$ cat src/hdl/rcsv_pkg.sv
package rcsv_pkg;

	localparam int DATA_W  = 8;
	localparam int SADDR_W = 8;
	localparam int THR_W   = 3;

	typedef logic [DATA_W-1:0]  data_t;
	typedef logic [SADDR_W-1:0] saddr_t;
	typedef logic [THR_W-1:0]   thr_t;

	// request opcodes
	localparam logic OP_READ  = 1'b0;
	localparam logic OP_WRITE = 1'b1;

	localparam thr_t THR_RESET = 3'd3;

endpackage

$ cat src/hdl/redundant_copy_store_vote.sv
// One request is served at a time: the address is folded into the store, each copy is read
// or written in turn, then done is raised; busy is high from acceptance until done. This is
// set by the single port of the store, which makes one access per cycle; a new request is
// taken in the cycle done is high.
// Reset: arst_n clears control and sets agree_threshold to 3, then a clearing pass writes
// zero to every cell with busy high; the receiver cannot stall done.
module redundant_copy_store_vote #(
	parameter int STORE_DEPTH = 256,
	parameter int COPIES      = 5
) (
	input  logic            clk,
	input  logic            arst_n,
	// request channel
	input  logic            start,
	output logic            busy,
	input  logic            opcode,
	input  rcsv_pkg::saddr_t start_address,
	input  rcsv_pkg::data_t  write_value,
	// agreement threshold register
	input  logic            agree_threshold_we,
	input  rcsv_pkg::thr_t   agree_threshold,
	// result strobe
	output logic            done,
	output rcsv_pkg::data_t  read_value,
	output logic            vote_error
);

	import rcsv_pkg::*;

	localparam int AW   = $clog2(STORE_DEPTH);
	localparam int PW   = (AW > SADDR_W) ? AW : SADDR_W;
	localparam int CNTW = $clog2(COPIES);
	localparam int SUMW = $clog2(COPIES + 1);
	localparam int CMPW = (SUMW > THR_W) ? SUMW : THR_W;

	localparam logic [PW:0]     DEPTH_X  = (PW+1)'(STORE_DEPTH);
	localparam logic [PW-1:0]   LAST_PTR = PW'(STORE_DEPTH - 1);
	localparam logic [AW-1:0]   LAST_CLR = AW'(STORE_DEPTH - 1);
	localparam logic [CNTW-1:0] LAST_CNT = CNTW'(COPIES - 1);

	typedef enum logic [2:0] {
		ST_CLEAR,
		ST_IDLE,
		ST_REDUCE,
		ST_ACCESS,
		ST_DONE
	} state_t;

	state_t          state_q;
	logic [AW-1:0]   clr_q;
	logic [PW-1:0]   ptr_q;
	logic [CNTW-1:0] cnt_q;
	logic            op_q;
	data_t           wval_q;
	thr_t            thr_q;

	// copies seen before the reference, which is read last
	data_t           copy_q [COPIES-1];

	// single-port store
	data_t           mem [STORE_DEPTH];
	data_t           mem_rdata;
	logic            mem_we;
	logic [AW-1:0]   mem_addr;
	data_t           mem_wdata;

	logic            accept;
	logic            ptr_ge_depth;
	logic [SUMW-1:0] match_cnt;
	logic            vote_pass;

	assign busy   = (state_q != ST_IDLE);
	assign accept = start && !busy;

	// start_address may lie beyond a small store: fold it down one subtract per cycle
	assign ptr_ge_depth = ({1'b0, ptr_q} >= DEPTH_X);

	// Clearing pass owns the port after reset; otherwise walk the group of copies.
	always_comb begin
		mem_we    = 1'b0;
		mem_addr  = ptr_q[AW-1:0];
		mem_wdata = wval_q;
		if (state_q == ST_CLEAR) begin
			mem_we    = 1'b1;
			mem_addr  = clr_q;
			mem_wdata = '0;
		end else if (state_q == ST_ACCESS && op_q == OP_WRITE) begin
			mem_we = 1'b1;
		end
	end

	always_ff @(posedge clk) begin
		if (mem_we) begin
			mem[mem_addr] <= mem_wdata;
		end else begin
			mem_rdata <= mem[mem_addr];
		end
	end

	// Shift each returning copy in; the last one to arrive is the reference.
	always_ff @(posedge clk) begin
		if (state_q == ST_ACCESS && op_q == OP_READ && cnt_q != '0) begin
			copy_q[0] <= mem_rdata;
			for (int i = 1; i < COPIES - 1; i++) begin
				copy_q[i] <= copy_q[i-1];
			end
		end
	end

	// Count matches against the reference, the reference itself included.
	always_comb begin
		match_cnt = SUMW'(1);
		for (int i = 0; i < COPIES - 1; i++) begin
			if (copy_q[i] == mem_rdata) begin
				match_cnt = match_cnt + SUMW'(1);
			end
		end
	end

	assign vote_pass = (CMPW'(match_cnt) >= CMPW'(thr_q));

	always_ff @(posedge clk or negedge arst_n) begin
		if (!arst_n) begin
			thr_q <= THR_RESET;
		end else if (agree_threshold_we) begin
			thr_q <= agree_threshold;
		end
	end

	always_ff @(posedge clk or negedge arst_n) begin
		if (!arst_n) begin
			state_q    <= ST_CLEAR;
			clr_q      <= '0;
			ptr_q      <= '0;
			cnt_q      <= '0;
			op_q       <= OP_READ;
			wval_q     <= '0;
			done       <= 1'b0;
			read_value <= '0;
			vote_error <= 1'b0;
		end else begin
			done <= 1'b0;
			unique case (state_q)
				ST_CLEAR: begin
					clr_q <= clr_q + AW'(1);
					if (clr_q == LAST_CLR) begin
						state_q <= ST_IDLE;
					end
				end
				ST_IDLE: begin
					if (accept) begin
						ptr_q   <= PW'(start_address);
						cnt_q   <= '0;
						op_q    <= opcode;
						wval_q  <= write_value;
						state_q <= ST_REDUCE;
					end
				end
				ST_REDUCE: begin
					if (ptr_ge_depth) begin
						ptr_q <= PW'({1'b0, ptr_q} - DEPTH_X);
					end else begin
						state_q <= ST_ACCESS;
					end
				end
				ST_ACCESS: begin
					// advance to the next cell, wrapping at the top of the store
					ptr_q <= (ptr_q == LAST_PTR) ? '0 : ptr_q + PW'(1);
					cnt_q <= cnt_q + CNTW'(1);
					if (cnt_q == LAST_CNT) begin
						state_q <= ST_DONE;
					end
				end
				ST_DONE: begin
					done    <= 1'b1;
					state_q <= ST_IDLE;
					if (op_q == OP_WRITE) begin
						read_value <= '0;
						vote_error <= 1'b0;
					end else if (vote_pass) begin
						read_value <= mem_rdata;
						vote_error <= 1'b0;
					end else begin
						read_value <= '0;
						vote_error <= 1'b1;
					end
				end
				default: begin
					state_q <= ST_IDLE;
				end
			endcase
		end
	end

`ifndef NO_ASSERTIONS
	a_done_after_vote: assert property (@(posedge clk) disable iff (!arst_n)
		done |-> $past(state_q) == ST_DONE)
		else $error("done without a finished request");

	a_error_zero_value: assert property (@(posedge clk) disable iff (!arst_n)
		(done && vote_error) |-> read_value == '0)
		else $error("failed vote returned a nonzero value");

	a_accept_sets_busy: assert property (@(posedge clk) disable iff (!arst_n)
		accept |=> busy)
		else $error("busy low after an accepted request");

	a_ptr_in_range: assert property (@(posedge clk) disable iff (!arst_n)
		(state_q == ST_ACCESS) |-> !ptr_ge_depth)
		else $error("cell pointer beyond the store");
`endif

endmodule
$ cat config.mk
export PLATFORM = sky130hd
export DESIGN_NAME = redundant_copy_store_vote
export DESIGN_NICKNAME = d
export VERILOG_FILES = /design/src/hdl/rcsv_pkg.sv /design/src/hdl/redundant_copy_store_vote.sv
export SDC_FILE = /design/constraint.sdc
export NUM_CORES = 2
export LEC_CHECK = 0
export BUFFER_PORTS_ARGS = -buffer_cell sky130_fd_sc_hd__buf_2
export CORE_MARGIN = 3
export CORE_UTILIZATION = 63
export DETAILED_ROUTE_END_ITERATION = 16
export PLACE_DENSITY = 0.79
export SLEW_MARGIN = 10
export SYNTH_ARGS = -nofsm -noshare
export SYNTH_HDL_FRONTEND = slang
export SYNTH_SLANG_ARGS = --single-unit
$ cat constraint.sdc
create_clock -name clk -period 7.5 [get_ports clk]
set_input_delay 2.25 -clock clk [delete_from_list [all_inputs] [get_ports clk]]
set_output_delay 2.25 -clock clk [all_outputs]
set_load 0.02 [all_outputs]
## Word-level counts from Yosys, hierarchy flattened

Memories as Yosys holds them, arrays and structs flattened. A register that Yosys moved wholly into a read port is not among the register bits.
Index checks and enable logic that the tools add are counted.

| storage, ports and cells | value |
|---|---|
| register bits | 44 |
| memory bits (writable) | 2080 |
| input bits | 24 |
| output and inout port bits | 11 |
| word-level logic and storage cells | 73 |
| memories | 2 |

| cells by class | value |
|---|---|
| $add $sub $neg | 6 |
| order comparisons | 1 |
| equal/unequal tests | 15 |
| muxes and demuxes | 26 |
| bitwise operators | 1 |
| reduce and logical (&&, ||, !) cells | 12 |

Memory list:

| name | words | bits a word | rd ports | clocked after Yosys merged registers in | write ports | RTL line | source |
|---|---|---|---|---|---|---|---|
| mem | 256 | 8 | 1 | 1 | 1 | redundant_copy_store_vote.sv:61 | `data_t mem [STORE_DEPTH];` |
| copy_q | 4 | 8 | 4 | 0 | 4 | redundant_copy_store_vote.sv:58 | `data_t copy_q [COPIES-1];` |

Operator list:

| kind | number |
|---|---|
| $mux W8 | 6 |
| $eq A8 B8 Y1 | 4 |
| $mux W3 | 7 |
| $add A8 B1 Y8 const B | 2 |
| $eq A8 B8 Y1 const B | 2 |
| $pmux W8 S2 | 1 |
| $add A3 B1 Y3 const B | 4 |
| $pmux W3 S4 | 1 |
| $mux W1 | 9 |
| $eq A3 B2 Y1 const B | 2 |
| $eq A3 B3 Y1 const B | 2 |
| $pmux W3 S2 | 1 |
| $logic_and A1 B1 Y1 | 4 |
| $ne A2 B1 Y1 const B | 2 |
| $reduce_and A2 Y1 | 2 |
| $eq A3 B1 Y1 const B | 1 |
| $ge A3 B3 Y1 | 1 |
| $logic_not A3 Y1 | 1 |
| $ne A3 B1 Y1 const B | 1 |
| $reduce_and A3 Y1 | 1 |
| $reduce_bool A3 Y1 | 1 |
| $logic_not A1 Y1 | 2 |
| $mux W2 | 1 |
| $ne A2 B2 Y1 const B | 1 |
| other kinds (2) | 2 |

## Longest topological paths before layout

An unclocked memory read counts as a cell.

| depth | value |
|---|---|
| depth after elaboration | 12 |
| depth in mapped cells | 15 |
| depth with buffers taken out | 12 |

## Worst setup path after synthesis

OpenSTA, ideal clock, no wires.

| path | value |
|---|---|
| path kind | register to register |
| start | register state_q[0] |
| end | memory mem[0][0] in the netlist's numbering, data pin |
| library setup time | 0.870 ns |
| arrival | 4.549 ns |
| required time | 6.630 ns |
| slack | 2.081 ns |
| cell stages (with the launch flop) | 8 |
| path buffers | 5 |
| period minus slack after synthesis | 5.419 ns |
| cells stage by stage | dfrtp_1 > buf_2 > buf_6 > or3_1 > buf_2 > buf_6 > clkbuf_1 > and2_1 |

| on the way | value |
|---|---|
| word-level cells in the longest chain between the ends | 2 |

Ends and longest elaborated chain:

| what | RTL line | source |
|---|---|---|
| start, declared | redundant_copy_store_vote.sv:49 | `state_t state_q;` |
| start signal, assigned | redundant_copy_store_vote.sv:132 | `state_q <= ST_CLEAR;` |
| start signal, assigned | redundant_copy_store_vote.sv:147 | `state_q <= ST_IDLE;` |
| start signal, assigned | redundant_copy_store_vote.sv:156 | `state_q <= ST_REDUCE;` |
| $logic_not A3 Y1 | redundant_copy_store_vote.sv:83 | `if (state_q == ST_CLEAR) begin` |
| $mux W8 | redundant_copy_store_vote.sv:83 |  |
| named net mem_wdata[0] | redundant_copy_store_vote.sv:65 | `data_t mem_wdata;` |
| end, declared | redundant_copy_store_vote.sv:61 |  |

The timed path passes the listed nets, and every way through them passes these cells.

## Worst setup path in the final report

| path | value |
|---|---|
| start | register state_q[0] |
| end | register mem_rdata[2], read port of mem, data pin |

| on the way | value |
|---|---|
| word-level cells in the longest chain between the ends | 5 |
| elaborated cells between the ends (all ways) | 7 |
| those cells by class | eq/ne: 1; mux: 3; reduce/logical: 3 |

Ends and longest elaborated chain:

| what | RTL line | source |
|---|---|---|
| $eq A3 B2 Y1 | redundant_copy_store_vote.sv:87 | `end else if (state_q == ST_ACCESS && op_q == OP_WRITE) begin` |
| $logic_and A1 B1 Y1 | redundant_copy_store_vote.sv:87 |  |
| $mux W1 | redundant_copy_store_vote.sv:87 |  |
| $mux W1 | redundant_copy_store_vote.sv:83 |  |
| $logic_not A1 Y1 (no source line) | -- |  |
| end, declared | redundant_copy_store_vote.sv:62 | `data_t mem_rdata;` |

Parallel ways exist; a longest one is shown, timed or not.
A chain may end at the register's enable or synchronous reset.

==> out/results.ini <==
[pwr]
leakagePower_nw=27.96
power_per_cell_area_nw_per_um2=243.9
power.ir.vdd_worst_mv=0.2195

[critical_path]
ff2ff_path_depth=10
critPathMaxFanout=136
worstSetupPathType=reg2reg
cp.arrival_ns=6.53
cp-start-kind=flop
cp-end-kind=flop
crit_required_ns=8.06

[route]
drtIter0Drc=8438
wl_per_cell_um=27.79
firstDrtPassIters=6
drcViolationCount=0
drtAntennaViolNets=0
wirelength_um=223700
via_per_inst=6.811
vias=54843

[clock_network]
clkTransAtPathRegs_ns=0.07
cts-buffers-inserted=202
cts_tree=built
htree_levels=4
cts_setup_buffers=0
cts_hold_buf=0
clkLatencyLatePin_ns=0.84
cts_root_buf=clkbuf_16
clock-sinks=2132
clk_path_buf_depth=3
cts_resized=0

[layout]
final.fill_count=8348
area_growth_pct=9.278
multi_input_area_um2=19410
drive_gt1_frac=0.07296
seq_area_um2=63800
nets=6149
final_area_um2=92950

[sta]
drv_slew=0
finalSetupViolations=0
max_freq_mhz=167.6
slew_headroom=0.04637
finalSetupTns_ns=0
final.min_clock_period_ns=5.968
finalHoldViolCount=0
worstMarginPinSlew_ns=1.430
rsz0062_at_grt=false
whs_ns=0.4672
fin_skew_ns=0.03853
min_period_over_period=0.7957

[grt]
grt_pass1_wl_um=330800
grt_pass1_vias=51705
grt_overflow_total=0
antenna_found_initial=9
grt_use_total=0.3163
grt_max_degree=236

[floorplan]
die_y_um=373.4
start_util=0.6357
die_w_um=373.4
ioPinCount=35
die-area_um2=139500
core_region_area_um2=133800
rows=134

[synthesis]
ys_warn_count=0
synth.yosys.seq_area_share=0.7501
yosys-top-cells-count=edfxtp_1 (2,088), nand2_1 (1,483), a21oi_1 (412)
postSynthAreaPerCell_um2=13.67
syn-cell-area_um2=85060
synthTopCellsByArea=edfxtp_1 (74%), nand2_1 (6.5%), a21oi_1 (2.4%)
synthCells=6223
yosysTopAreaCellShare=0.7372
yosysTopAreaCell=edfxtp_1
synth_edf_count=2088
async_reset_ff_frac=0.02064
synth_nets=6258
synth_most_common_cell=edfxtp_1
ys_ff_latch=2132
synth_cell_types=76
synth_ff_type=edfxtp_1

[outcome]
status=completed

[placement]
placedInstanceArea_um2=86590
dp.final_hpwl_um=130600
place.gp.congestion=0.9184
place.port_buffers=34

[hold_path]
hold_path.class=reg2reg
holdPathStages=0

[job]
cap_violations=0

==> final timing paths <==
kind / slack (ns) / to / startpoint
max: 1.53 / mem_rdata[2]$_DFFE_PN_ / state_q[0]$_DFFE_PN0P_
min: 0.47 / copy_q[3][0]$_DFFE_PP_ / copy_q[2][0]$_DFFE_PP_
max reg2reg: 1.53 / mem_rdata[2]$_DFFE_PN_ / state_q[0]$_DFFE_PN0P_
min reg2reg: 0.47 / copy_q[3][0]$_DFFE_PP_ / copy_q[2][0]$_DFFE_PP_
max in group asynchronous: 5.30 / clr_q[5]$_DFFE_PN0P_ / arst_n
min in group asynchronous: 1.58 / thr_q[2]$_DFFE_PN0P_ / arst_n
==> sequential cells by signal (all words and copies together), names as in the netlist <==
register    cells
thr_q           3
wval_q          8
ptr_q           8
done            1
copy_q         32
clr_q           8
state_q         3
cnt_q           3
op_q            1
read_value      8
vote_error      1
mem          2048
mem_rdata       8
==> cells by family after synthesis <==
logic type / share of synthesized area
AOI/OAI and AO/OA: 0.09451
xor gates and xnor gates: 0.004222
adders and majority gates: 0.001706
buffers and inverters: 0.02339
DFF: 0.7501
muxes: 0.01169
and+or+nand+nor: 0.1143
==> where the power goes <==
group | internal (mW) | switching (mW)
Sequential | 12.9 | 0.000521
Combinational | 0.00653 | 0.00963
Clock | 5.45 | 4.33
Total | 18.3 | 4.34
==> critical path, cell delays in order (launching register included) <==
cell and delay, ns:
dfrtp_1 1.05, or4b_2 0.27, buf_4 0.65, nand2_8 0.68, buf_12 0.51, nand2_1 0.13, a32oi_1 0.19, a41o_1 0.36
o41ai_1 0.80, o2111a_1 0.47, or4b_1 0.50
==> per-layer routing <==
metal | part of all wire | GRT usage | up-vias | routed length [um]
met5 | 0.00024 | 0 | - | 53
met3 | 0.12 | 0.06951 | 706 | 27450
met2 | 0.47 | 0.4957 | 4077 | 105400
met1 | 0.35 | 0.4245 | 26794 | 78220
met4 | 0.056 | 0.1580 | 8 | 12550
li1 | - | - | 23258 | -
==> placed cells by master, fill, tap and decap left out, types with 10 or more instances in the layout <==
cell       count
a2111oi_0     15
bufinv_16     11
buf_12        19
a32oi_1      116
nor4_1        13
clkinv_1      51
a41oi_1       15
nand3_1      305
a221o_1       33
clkinv_2      29
edfxtp_1    2088
a221oi_1      41
a22oi_1       31
a41o_1        16
a22o_1        25
a31oi_1      186
buf_4         77
a211oi_1      79
clkbuf_16    206
xor2_1        34
dfrtp_1       42
nor2_1       294
buf_2         34
mux2i_1       88
and3_1       126
ha_1          10
o21ai_0       69
clkbuf_1      45
nand4_1       16
nand2_1     1481
o2111ai_1     33
a32o_1        32
o41ai_1       23
a21oi_1      411
==> per-stage QoR <==
step / total power, mW / instances / utilization / worst slack (ns)
after floorplan: 13.13 / 6223 / - / 2.081
after global placement: 13.15 / 7677 / 0.6472 / 2.003
after detailed placement: 13.15 / 7677 / 0.6472 / 1.797
after CTS: 22.69 / 8044 / 0.6944 / 1.771
after global routing: 23.15 / 8045 / 0.6946 / 1.369
final: 22.67 / 8052 / 0.6947 / 1.532
==> area by class of cell <==
cell class,instances,area share
Antenna cell,7,0.0001885
Clock buffer,255,0.05787
Clock inverter,112,0.01003
Inverter,9,0.0003635
Multi-Input combinational cell,3638,0.2089
Sequential cell,2132,0.6864
Tap cell,1768,0.02380
Timing Repair Buffer,131,0.01244
No activity file was read; power rests on OpenSTA's default activity.
